**src/rtl/lprr_pkg.sv**
```systemverilog
package lprr_pkg;

  localparam logic [1:0] ST_ACK   = 2'd0;
  localparam logic [1:0] ST_NOACK = 2'd1;

  // ceil(2^30 / 100); x * RECIP >> 30 equals x / 100 for x below 14e6.
  localparam logic [23:0] RECIP      = 24'd10737419;
  localparam logic [46:0] BLEND_UNIT = 47'(65535) * 47'(RECIP);
  localparam logic [6:0]  ALPHA_MAX  = 7'd100;

  typedef struct packed {
    logic [15:0] rate;
    logic [1:0]  status;
    logic [15:0] prank;
  } item_t;

  typedef struct packed {
    logic [15:0] rate;
    logic        changed;
    logic [16:0] loss;
    logic [15:0] prank;
  } loss_t;

  typedef struct packed {
    logic [15:0] rate;
    logic        changed;
    logic [32:0] prod;
    logic [15:0] floor_rank;
  } rank_t;

  function automatic logic [6:0] alpha_clip_f(input logic [6:0] a);
    return (a > ALPHA_MAX) ? ALPHA_MAX : a;
  endfunction

  // Alpha pre-scaled by the reciprocal of one hundred.
  function automatic logic [30:0] alpha_k_f(input logic [6:0] a);
    return 31'(alpha_clip_f(a)) * 31'(RECIP);
  endfunction

  // 65535 * (100 - alpha), pre-scaled by the reciprocal of one hundred.
  function automatic logic [46:0] blend_k_f(input logic [6:0] a);
    return 47'(ALPHA_MAX - alpha_clip_f(a)) * BLEND_UNIT;
  endfunction

endpackage

```
**src/rtl/lprr_decay_cell.sv**
```systemverilog
module lprr_decay_cell #(
  parameter int IDX = 1,
  parameter int TW  = 5
) (
  input  logic                clk_i,
  input  logic                rst_ni,
  input  logic                adv_i,
  input  logic                valid_i,
  input  lprr_pkg::item_t     item_i,
  input  logic [TW-1:0]       tries_i,
  input  logic [30:0]         alpha_k_i,
  output logic                valid_o,
  output lprr_pkg::item_t     item_o,
  output logic [TW-1:0]       tries_o
);
  import lprr_pkg::*;

  logic        valid_q;
  item_t       item_q, item_d;
  logic [TW-1:0] tries_q;
  logic [46:0] prod;
  logic        apply;

  // One failed attempt scales the rate by alpha / 100.
  assign apply = (item_i.status == ST_ACK || item_i.status == ST_NOACK) &&
                 (tries_i > TW'(IDX));
  assign prod  = 47'(item_i.rate) * 47'(alpha_k_i);

  always_comb begin
    item_d = item_i;
    if (apply) begin
      item_d.rate = prod[45:30];
    end
  end

  always_ff @(posedge clk_i or negedge rst_ni) begin
    if (!rst_ni) begin
      valid_q <= 1'b0;
    end else if (adv_i) begin
      valid_q <= valid_i;
    end
  end

  always_ff @(posedge clk_i) begin
    if (adv_i && valid_i) begin
      item_q  <= item_d;
      tries_q <= tries_i;
    end
  end

  assign valid_o = valid_q;
  assign item_o  = item_q;
  assign tries_o = tries_q;

endmodule

```
**config.mk**
```make
export PLATFORM = sky130hd
export DESIGN_NAME = lprr_decay_cell
export DESIGN_NICKNAME = d
export VERILOG_FILES = /design/src/rtl/lprr_pkg.sv /design/src/rtl/lprr_decay_cell.sv
export SDC_FILE = /design/constraint.sdc
export NUM_CORES = 1
export LEC_CHECK = 0
export CAP_MARGIN = 20
export CORE_UTILIZATION = 24
export CTS_CLUSTER_DIAMETER = 40
export DETAILED_ROUTE_END_ITERATION = 10
export DONT_BUFFER_PORTS = 1
export PLACE_DENSITY = 0.39
export SETUP_SLACK_MARGIN = 0.4
export SLEW_MARGIN = 15
export SYNTH_ARGS = -nofsm -noshare
export SYNTH_HDL_FRONTEND = slang
export SYNTH_SLANG_ARGS = --single-unit
```
**constraint.sdc**
```tcl
create_clock -name clk_i -period 0.8 [get_ports clk_i]
set_input_delay 0.12 -clock clk_i [delete_from_list [all_inputs] [get_ports clk_i]]
set_output_delay 0.12 -clock clk_i [all_outputs]
set_load 0.05 [all_outputs]
```
==> reports/qor.yml <==
routed_wl_um: 50200
first_iter_violations: 484
wire_per_inst_um: 18.3
clk_pin_slew_worst_paths_ns: 0.06
synth.avg_cell_area_um2: 9.13
yosysTopAreaCellShare_pct: 48.9
die_h_um: 264
clock-skew-final_ns: 0
ys_types: 62
grt_pass1_wl_um: 81700
hp-start: "tries_i[0]"
via_per_inst: 4.38
start_util_pct: 24.4
die_w_um: 264
grt_max_degree: 33
ys_warn_count: 0
r2r-start: "valid_o"
final_common_cell: "inv_1"
dp_hpwl_um: 39000
gp_routability_congestion: 0.774
ys.flop_type: "edfxtp_1"
synth_compound_area_share_pct: 4.83
max-slew-margin-rel_pct: 75.3
clock_path_buffers: 2
numCtsBuffers: 5
num-nets-final: 2457
min_path_type: "input pin to flop"
grt_antenna_before_repair: 2
critPathLaunchType: "input pin"
async_reset_ff_share_pct: 2.50
netlist_instances: 1803
synth-simple-area-share_pct: 17.3
path_class: "input pin to flop"
post-route-min-period_ns: 5.36
io_buffers: 0
firstDrtPassIters: 5
clk-insertion-delay-late_ns: 0.28
dieArea_mm2: 0.0696
ant_nets: 0
synth_edf_count: 39
crit_path_max_fanout: 32
synthToLayoutAreaGrowth_pct: 20.2
fmax_mhz: 187
rows: 95
syn-num-nets: 2391
status: "finished with violations"
vias: 12000
maxSlewViolCount: 0
cts.sink_count: 40
synth_xor_area_share_pct: 0.958
grt_usage_pct: 15.1
worstPathArrival_ns: 5.39
min_period_over_period_pct: 670
drc: 0
grt_pass1_vias: 14000
synth.yosys.seq_area_share_pct: 7.27
rsz0062_at_grt: "true"
cap_violations: 0
fillers: 7142
drive_gt1_share_pct: 15.5
failed_checks: "hold timing, setup timing"
layout_setup_ws_ns: -4.56
cts-root-buf: "clkbuf_16"
cts_tree: "done"
synth_area_leaders: "fa_1 (49%), inv_1 (9.8%), ha_1 (8.5%)"
synth-adder-area-share_pct: 57.4
ys_ff_latch: 40
hold_slack_ns: -0.0742
layout_common_cells: "inv_1 (415), fa_1 (388), nand2_1 (327)"
setup_tns_ns: -79.36
cts-htree-levels: 2
synth_top_family_by_area: "adder cells"
yosysTopAreaCell: "fa_1"
tightest_slew_ns: 0.368
io_pins: 114
synth.area.mux_share_pct: 0.258
critPathLaunch: "item_i[22]"
end_kind: "flop"
grt-ovfl-total: 0
hold_violations: 24
setup_viol: 56
rrSetupSlack_ns: 0.03
netlist_area_mm2: 0.0165
core_area_mm2: 0.0675
crit_required_ns: 0.83
holdBufCountCts: 1
path summary, 6_finish.rpt:
| kind | cells after the start | to |
|---|---|---|
| max reg2reg | 1 | valid_o |
| max in group asynchronous | 1 | valid_o |
| min in group asynchronous | 1 | valid_o |
| min | 0 | tries_o[0] |
| min reg2reg | 1 | valid_o |
| max | 20 | item_o[30] |
flip-flops by register name (all words and copies together) (netlist names):
| register | count |
|---|---|
| item_o | 34 |
| tries_o | 5 |
| valid_o | 1 |
stage by stage:
stage	cell area (um^2)	cells	worst slack, ns	utilization (%)	hold slack, ns
floorplan	17100	1803	-4.58	-	-0.176
global placement	19100	2720	-4.87	28.3	-0.176
detailed placement	19100	2720	-4.89	28.3	-0.176
CTS	19600	2737	-4.50	29.0	-0.0847
global route	19800	2743	-4.72	29.3	-0.0871
finish	19800	2744	-4.56	29.3	-0.0742
per-layer routing:
metal / vias up / share of wire (%) / track usage [%]
met2: 239 / 48 / 25.8
met5: - / 0 / 0
met3: 39 / 4.5 / 1.87
li1: 5414 / - / -
met1: 6335 / 46 / 20.6
met4: 0 / 1.5 / 2.66
synthesized netlist by cell type (3+ instances only):
| cell type | instances |
|---|---|
| inv_1 | 431 |
| fa_1 | 402 |
| nand2_1 | 332 |
| and2_1 | 196 |
| ha_1 | 112 |
| clkbuf_1 | 81 |
| edfxtp_1 | 39 |
| a21oi_1 | 32 |
| o21ai_0 | 24 |
| nor2_1 | 17 |
| xnor2_1 | 14 |
| nor3_1 | 11 |
| a21o_1 | 10 |
| nand4_1 | 10 |
| a211oi_1 | 7 |
| o21ai_1 | 6 |
| nand3_1 | 5 |
| a211o_1 | 4 |
| and3_1 | 4 |
| xor2_1 | 4 |
| a21oi_2 | 3 |
| a31o_2 | 3 |
| and4_1 | 3 |
| nor3b_1 | 3 |
| o211ai_1 | 3 |
critical path, cell delays in order:
cell and delay [ns]:
and2_4 0.14, fa_1 0.53, inv_1 0.05, fa_1 0.49, fa_1 0.50, inv_1 0.05
fa_1 0.50, fa_1 0.50, inv_1 0.05, fa_1 0.47, inv_1 0.06, ha_4 0.25
buf_4 0.14, a21oi_4 0.17, o211ai_1 0.14, a211oi_2 0.25, o31ai_2 0.12, o21ai_2 0.32
a31oi_4 0.17, a211o_1 0.33
final cells by class:
cell class	instances	area [um^2]	share of cell area, %
antenna	1	2.50	0.0127
clock buffer	5	125	0.633
clock inverter	3	46.3	0.234
inverter	431	1620	8.18
multi-input combinational	1247	14000	70.5
sequential	40	1200	6.05
tap	873	1090	5.52
timing repair buffer	144	1740	8.82
cell families after synthesis:
logic type	Yosys count
AND/OR/NAND/NOR	594
multiplexers	4
buffers and inverters	516
AO/OA/AOI/OAI	117
adder cells (fa/ha/maj)	514
flip-flops	40
XOR/XNOR	18
timing repair:
action	CTS	global route
cloned	2	1
hold endpoints to repair	25	24
endpoints found under the setup margin	96	96
buffers inserted	6	5
resized for setup	48	30
pin swaps	46	38
Power is not shown: default switching activity piles up to over one toggle a cycle in this logic, so the estimate is an artifact.
