--- src/rtl/lprr_pkg.sv ---
package lprr_pkg;

  localparam logic [1:0] ST_ACK   = 2'd0;
  localparam logic [1:0] ST_NOACK = 2'd1;

  // ceil(2^30 / 100); x * RECIP >> 30 equals x / 100 for x below 14e6.
  localparam logic [23:0] RECIP      = 24'd10737419;
  localparam logic [46:0] BLEND_UNIT = 47'(65535) * 47'(RECIP);
  localparam logic [6:0]  ALPHA_MAX  = 7'd100;

  typedef struct packed {
    logic [15:0] rate;
    logic [1:0]  status;
    logic [15:0] prank;
  } item_t;

  typedef struct packed {
    logic [15:0] rate;
    logic        changed;
    logic [16:0] loss;
    logic [15:0] prank;
  } loss_t;

  typedef struct packed {
    logic [15:0] rate;
    logic        changed;
    logic [32:0] prod;
    logic [15:0] floor_rank;
  } rank_t;

  function automatic logic [6:0] alpha_clip_f(input logic [6:0] a);
    return (a > ALPHA_MAX) ? ALPHA_MAX : a;
  endfunction

  // Alpha pre-scaled by the reciprocal of one hundred.
  function automatic logic [30:0] alpha_k_f(input logic [6:0] a);
    return 31'(alpha_clip_f(a)) * 31'(RECIP);
  endfunction

  // 65535 * (100 - alpha), pre-scaled by the reciprocal of one hundred.
  function automatic logic [46:0] blend_k_f(input logic [6:0] a);
    return 47'(ALPHA_MAX - alpha_clip_f(a)) * BLEND_UNIT;
  endfunction

endpackage

--- src/rtl/lprr_rank_cell.sv ---
module lprr_rank_cell (
  input  logic            clk_i,
  input  logic            rst_ni,
  input  logic            adv_i,
  input  logic            valid_i,
  input  lprr_pkg::loss_t data_i,
  input  logic [15:0]     min_rank_inc_i,
  output logic            valid_o,
  output lprr_pkg::rank_t data_o
);
  import lprr_pkg::*;

  logic        valid_q;
  rank_t       data_q, data_d;
  logic [16:0] parent_ratio;
  logic [15:0] link_ratio;
  logic [16:0] floor_sum;

  // A loss of exactly one (rate zero) leaves no delivery at all.
  assign link_ratio   = data_i.loss[16] ? 16'd0 : (16'hFFFF - data_i.loss[15:0]);
  assign parent_ratio = 17'h10000 - {1'b0, data_i.prank};
  assign floor_sum    = {1'b0, data_i.prank} + {1'b0, min_rank_inc_i};

  always_comb begin
    data_d.rate       = data_i.rate;
    data_d.changed    = data_i.changed;
    data_d.prod       = 33'(parent_ratio) * 33'(link_ratio);
    data_d.floor_rank = floor_sum[16] ? 16'hFFFF : floor_sum[15:0];
  end

  always_ff @(posedge clk_i or negedge rst_ni) begin
    if (!rst_ni) begin
      valid_q <= 1'b0;
    end else if (adv_i) begin
      valid_q <= valid_i;
    end
  end

  always_ff @(posedge clk_i) begin
    if (adv_i && valid_i) begin
      data_q <= data_d;
    end
  end

  assign valid_o = valid_q;
  assign data_o  = data_q;

endmodule

--- config.mk ---
export PLATFORM = sky130hd
export DESIGN_NAME = lprr_rank_cell
export DESIGN_NICKNAME = d
export VERILOG_FILES = /design/src/rtl/lprr_pkg.sv /design/src/rtl/lprr_rank_cell.sv
export SDC_FILE = /design/constraint.sdc
export NUM_CORES = 1
export LEC_CHECK = 0
export ABC_CLOCK_PERIOD_IN_PS = 800
export BUFFER_PORTS_ARGS = -buffer_cell sky130_fd_sc_hd__buf_2
export CAP_MARGIN = 20
export CORE_MARGIN = 2
export CORE_UTILIZATION = 50
export CTS_CLUSTER_DIAMETER = 50
export DETAILED_ROUTE_END_ITERATION = 10
export PLACE_DENSITY = 0.76
export SYNTH_ARGS = -nofsm -noshare
export SYNTH_HDL_FRONTEND = slang
export SYNTH_SLANG_ARGS = --single-unit
export TNS_END_PERCENT = 100
--- constraint.sdc ---
create_clock -name clk_i -period 0.8 [get_ports clk_i]
set_input_delay 0.16 -clock clk_i [delete_from_list [all_inputs] [get_ports clk_i]]
set_output_delay 0.16 -clock clk_i [all_outputs]
set_load 0.01 [all_outputs]
==> flow_summary.yaml, run 1 <==
setup_path:
  r2r_slack_ns: 0.06
  crit_arrival_ns: 6.67
  end_kind: "register"
  crit_top_cell: "fa_1"
  path_max_fanout: 3
  startpoint_type: "input pin"
  slowest_stage: "fa_1"
  required_ns: 0.92
  max_stage_delay_ns: 0.52
  critical_path_class: "in2reg"
global_routing:
  first_global_vias: 12200
  antenna_found_initial: 1
  grt_remaining_overflow: 0
  grt_max_degree: 30
  gr-usage-all-layers_pct: 29.7
  grt_pass1_wl_um: 59500
sta:
  rsz0062_at_grt: "true"
  skew_ns: 0
  finalHoldViolCount: 0
  slew_violations: 0
  setup_ws_ns: -5.75
  period_share_pct: 819
  worst_pin_slew_ns: 0.555
  period_minus_slack_ns: 6.55
  max_freq_mhz: 153
  relSlewSlack_pct: 62.7
  setup_viol: 115
  whs_ns: 0.0457
drt:
  drt_iter0_drc: 1039
  drt-pass1-iter-count: 7
  drc: 0
  drt-total-wl_um: 40100
  ant_nets: 0
  vias_per_cell: 5.48
  wire_per_inst_um: 18.8
  vias: 11700
floorplanning:
  num_rows: 57
  die_w_um: 160
  fp.coreArea_um2: 24100
  dieArea_um2: 25600
  io_pins: 137
  die_h_um: 160
  initial_utilization_pct: 50.4
power_and_ir_drop:
  switching_power_mw: 23.8
  p_comb_share_pct: 81.2
  pwr-share-seq_pct: 10.8
  irDropWorstVdd_mv: 3.59
  p_leak_nw: 8.60
  p_per_area_nw_per_um2: 2970
  power_frac_clock_pct: 8.0
  p_sw_share_pct: 44.9
  p_int_mw: 29.2
final_layout:
  drive_gt1_share_pct: 40.3
  final_common_cell: "buf_4"
  final_cell_mix: "buf_4, inv_1, fa_1"
  area_growth_pct: 46.8
  n_antenna_cell: 0
  nets: 2206
run:
  max_cap_violations: 0
synth:
  yosysWarningCount: 0
  yosys.area.top_type: "fa_1"
  synth_ff_type: "edfxtp_1"
  synth_area_um2: 12200
  synth_top_area_share_pct: 34.4
  ys_seq_area_share_pct: 16.5
  ys_top_cells_by_area: "fa_1, edfxtp_1, ha_1, inv_1, nand2_1"
  synth.distinct_cells: 59
  syn_area_per_cell_um2: 9.20
  synth_fp_nets: 1722
  synthArstFlopShare_pct: 1.49
  syn-instance-count: 1321
  ys_ff_latch: 67
  synth_edf_count: 66
cts:
  cts_tree: "yes"
  cts_made_buffers: 9
  cts.sink_count: 67
  clockBufferDepth: 2
  cts-root-buf: "clkbuf_16"
  clk_pin_slew_ns: 0.07
  ctsHtreeMaxLevel: 3
  clock_latency_ns: 0.36
outcome:
  failed_checks: "negative setup slack"
  outcome: "finished with violations"
min_path:
  min-delay-path-class: "in2reg"
placed_design:
  hpwl_um: 29500
  io_buffers: 136
  gp_congestion: 0.977
  dp_slack_ns: -6.32
[kinds of logic (layout without fill, tap and decap cells)]
| family | count (synthesis) | count (layout) | synth area share [%] |
|---|---|---|---|
| compound gates | 130 | 130 | 6.72 |
| buf+inv | 281 | 769 | 8.76 |
| fa+ha+maj | 331 | 331 | 47.0 |
| flops | 67 | 67 | 16.5 |
| xor+xnor | 63 | 63 | 4.66 |
| simple gates | 446 | 446 | 16.1 |
| mux | 3 | 3 | 0.268 |
[through the flow]
stage / TNS (ns) / power (mW) / instance area (um^2) / util, % / cells
final: -189.07 / 53.0 / 17800 / 74.0 / 2133
after floorplan: -192.12 / 26.5 / 12500 / - / 1321
after CTS: -187.86 / 47.2 / 17000 / 70.6 / 2110
after global routing: -195.82 / 57.0 / 17800 / 74.0 / 2133
after detailed placement: -208.53 / 40.0 / 15700 / 65.2 / 2045
after global placement: -205.70 / 39.2 / 15700 / 65.2 / 2045
[timing repair]
action / CTS / global route
endpoints found under the hold margin: 18 / 0
resized for setup: 113 / 156
pin swaps: 49 / 73
setup endpoints to repair: 115 / 115
hold buffers: 18 / 0
setup buffers: 32 / 25
cloned: 1 / 0
[power by group through the flow]
stage / Sequential, mW / Combinational (mW) / Clock, mW
final: 5.71 / 43.1 / 4.27
after global routing: 5.77 / 46.9 / 4.35
after CTS: 5.71 / 37.2 / 4.24
after detailed placement: 5.76 / 34.2 / 0
after global placement: 5.77 / 33.4 / 0
after floorplan: 6.21 / 20.3 / 0
[Yosys cell counts, types with 7 or more instances]
cell type	instances
nor2_1	150
xor2_1	24
a21o_1	7
o21ai_0	25
fa_1	209
nand2_1	182
or2_2	14
nand2b_1	7
inv_1	244
a21oi_1	48
o21a_1	9
clkbuf_1	31
nand3_1	13
nand4_1	7
xnor2_1	37
ha_1	122
edfxtp_1	66
nor3_1	38
[worst max-delay path, delay by kind of cell]
family	cells	cell delay [ns]
fa+ha+maj	8	3.39
simple gates	8	1.97
buf+inv	7	0.51
xor+xnor	2	0.33
compound gates	2	0.31
[area by class of cell]
type,count,area (um^2)
clock buffer,9,225
fill,1587,6260
inverter,244,935
sequential,67,2010
clock inverter,6,66.3
tap,324,405
timing repair buffer,510,3870
multi-input combinational,973,10300
[registers in the layout, summed over array words and instances, names as in the netlist]
name and cells:
data_o 66, valid_o 1
[routing by layer]
| layer | vias up | global-route usage [%] | part of all wire (%) |
|---|---|---|---|
| met5 | - | 0 | 0.032 |
| met3 | 184 | 5.56 | 7.9 |
| met1 | 5735 | 35.5 | 36 |
| met2 | 613 | 51.4 | 51 |
| met4 | 2 | 15.1 | 5.6 |
| li1 | 5147 | - | - |
[path summary, 6_finish.rpt]
kind | startpoint | cells past startpoint | to
min in group asynchronous | rst_ni | 2 | valid_o
worst max register to register | valid_o | 1 | valid_o
worst min-delay path | valid_i | 2 | valid_o
worst max-delay path | data_i[1] | 27 | data_o[48]
max in group asynchronous | rst_ni | 2 | valid_o
worst min register to register | valid_o | 1 | valid_o
Note: power is estimated with default switching activity, not from simulation.
==> run 2, diff against run 1 <==
==> constraint.sdc (replaced) <==
create_clock -name clk_i -period 0.8 [get_ports clk_i]
set_input_delay 0.12 -clock clk_i [delete_from_list [all_inputs] [get_ports clk_i]]
set_output_delay 0.12 -clock clk_i [all_outputs]
set_load 0.01 [all_outputs]
==> run 2 against run 1 <==
  * The flow still finishes with violations (negative setup slack)
  * Clock skew stayed put
  * Count of clock-buffer cells in the layout unchanged
  * Power is 1.8% higher
  * Critical path depth shrank 3
  * Design area decreased by 0.51%
  * Final cell count fell by 0.66%
  * Non-clock buffer count is 14 lower
  * Sequential share of layout area increased by 0.058 points
  * Global-route usage increased by 0.49 points
  * Critical endpoint is now data_o[36]
  * Largest cell class unchanged
  * Highest routed layer is now met4
==> flow_summary.yaml, run 2 (synthesized netlist as in run 1, its figures left out) <==
placed_design:
  hpwl_um: 29300
  io_buffers: 136
  dp_slack_ns: -6.28
  gp_congestion: 0.977
final_layout:
  final_common_cell: "buf_4"
  area_growth_pct: 46.1
  largest_reg_flops: 66
  fillers: 1633
  n_antenna_cell: 0
  final_cell_mix: "buf_4, inv_1, fa_1"
  drive_gt1_share_pct: 38.8
  nets: 2192
sta:
  rsz0062_at_grt: "true"
  setup-tns-final_ns: -186.69
  setup_viol: 115
  worst_pin_slew_ns: 0.541
  finalHoldViolCount: 0
  max_freq_mhz: 152
  period_minus_slack_ns: 6.57
  setup_ws_ns: -5.77
  relSlewSlack_pct: 63.7
  slew_violations: 0
  skew_ns: 0
  period_share_pct: 821
drt:
  drt-total-wl_um: 40600
  drt_iter0_drc: 959
  vias: 11700
  vias_per_cell: 5.52
  drt-pass1-iter-count: 5
  drc: 0
  ant_nets: 0
  wire_per_inst_um: 19.2
setup_path:
  crit_top_cell: "fa_1"
  cp_num_buf_inv: 5
  r2r_cells: 1
  end_kind: "register"
  reg2reg_to: "valid_o"
  startpoint_type: "input pin"
  path_max_fanout: 3
  crit_arrival_ns: 6.64
  critical_path_class: "in2reg"
  slowest_stage: "fa_1"
  max_stage_delay_ns: 0.55
  path_delay_family: "adder cells"
  timing.rr.start: "valid_o"
  required_ns: 0.87
  path_cells: "buf_12 > inv_16 > ha_4 > or4b_4 > nor3_4 > buf_4 > nand3b_1 > xor2_2 > nand2_1 > fa_1 > fa_1 > fa_1 > fa_1 > inv_2 > fa_1 > fa_1 > ha_4 > nand3_4 > a211oi_4 > buf_6 > o31ai_4 > a211o_1 > a211oi_2 > a311oi_2"
  path_depth: 24
  r2r_slack_ns: 0.05
global_routing:
  first_global_vias: 12300
  gr-usage-all-layers_pct: 30.2
  grt_remaining_overflow: 0
  antenna_found_initial: 1
  grt_max_degree: 30
  grt_pass1_wl_um: 60300
power_and_ir_drop:
  p_comb_share_pct: 81.5
  p_per_area_nw_per_um2: 3040
  p_leak_nw: 8.52
  p_sw_share_pct: 45.6
  p_int_mw: 29.4
  power_frac_clock_pct: 7.8
  irDropWorstVdd_mv: 3.53
  switching_power_mw: 24.6
  pwr-share-seq_pct: 10.6
outcome:
  outcome: "finished with violations"
  failed_checks: "negative setup slack"
min_path:
  holdCritStartpoint: "valid_i"
  min-delay-path-class: "in2reg"
  min_path_cells: 2
  whs_endpoint: "valid_o"
cts:
  clock_latency_ns: 0.35
  cts-root-buf: "clkbuf_16"
  cts_tree: "yes"
  clk_pin_slew_ns: 0.06
  cts_made_buffers: 9
  clockBufferDepth: 2
  ctsHtreeMaxLevel: 3
  cts.sink_count: 67
floorplanning:
  initial_utilization_pct: 50.4
  die_h_um: 160
  fp.coreArea_um2: 24100
  die_w_um: 160
  num_rows: 57
  dieArea_um2: 25600
  io_pins: 137
run:
  max_cap_violations: 0
==> run 2: cell types whose count changed in the layout (fill, tap and decap cells not counted), sizes merged <==
cell	delta
buf	-13
clkbuf	-1
==> run 2: how the worst max path moves through the flow <==
| stage | from | end | slack [ns] |
|---|---|---|---|
| 2_1_floorplan | data_i[0] | data_o[46] | -5.98 |
| 3_3_place_gp | data_i[1] | data_o[45] | -6.21 |
| 3_5_place_dp | data_i[1] | data_o[45] | -6.28 |
| 4_1_cts | data_i[0] | data_o[45] | -5.58 |
| 5_1_grt | data_i[0] | data_o[36] | -5.91 |
| 6_report | data_i[0] | data_o[36] | -5.77 |
==> run 2: final cells by class <==
type,count,area (um^2),share of cell area (%)
clock inverters,6,66.3,0.374
multi-input cells,973,10300,58.2
flip-flops and latches,67,2010,11.3
well taps,324,405,2.28
inverters,244,940,5.29
clock buffers,9,225,1.27
repair buffers,496,3780,21.3
==> run 2: timing repair <==
action	in CTS	in global routing
hold buffers	18	0
buffers inserted	21	24
gates cloned	1	0
endpoints found under the setup margin	115	115
hold endpoints to repair	18	0
gates resized for setup	161	99
pin swaps	88	48
==> run 2: power by group through the flow <==
stage	Combinational (mW)	Clock, mW	Sequential [mW]
final	44.0	4.22	5.74
after global routing	47.6	4.37	5.82
after CTS	39.7	4.26	5.73
after detailed placement	34.2	0	5.76
after global placement	33.4	0	5.77
after floorplan	20.3	0	6.21
==> run 2: metal layers <==
metal | track usage [%] | wire (um) | vias up
li1 | - | - | 5113
met1 | 35.5 | 14400 | 5796
met2 | 54.0 | 20900 | 611
met3 | 4.91 | 3080 | 183
met4 | 14.2 | 2270 | 0
met5 | 0 | 0 | -
==> run 2: stage by stage <==
step                hold WS (ns)  total power [mW]  util (%)  instances  area, um^2
floorplan                 -0.176              26.5         -       1321       12500
global placement          -0.105              39.2      65.2       2045       15700
detailed placement        -0.103              39.9      65.2       2045       15700
CTS                       0.0275              49.7      71.2       2098       17200
global route              0.0576              57.8      73.7       2119       17800
finish                    0.0372              54.0      73.7       2119       17800
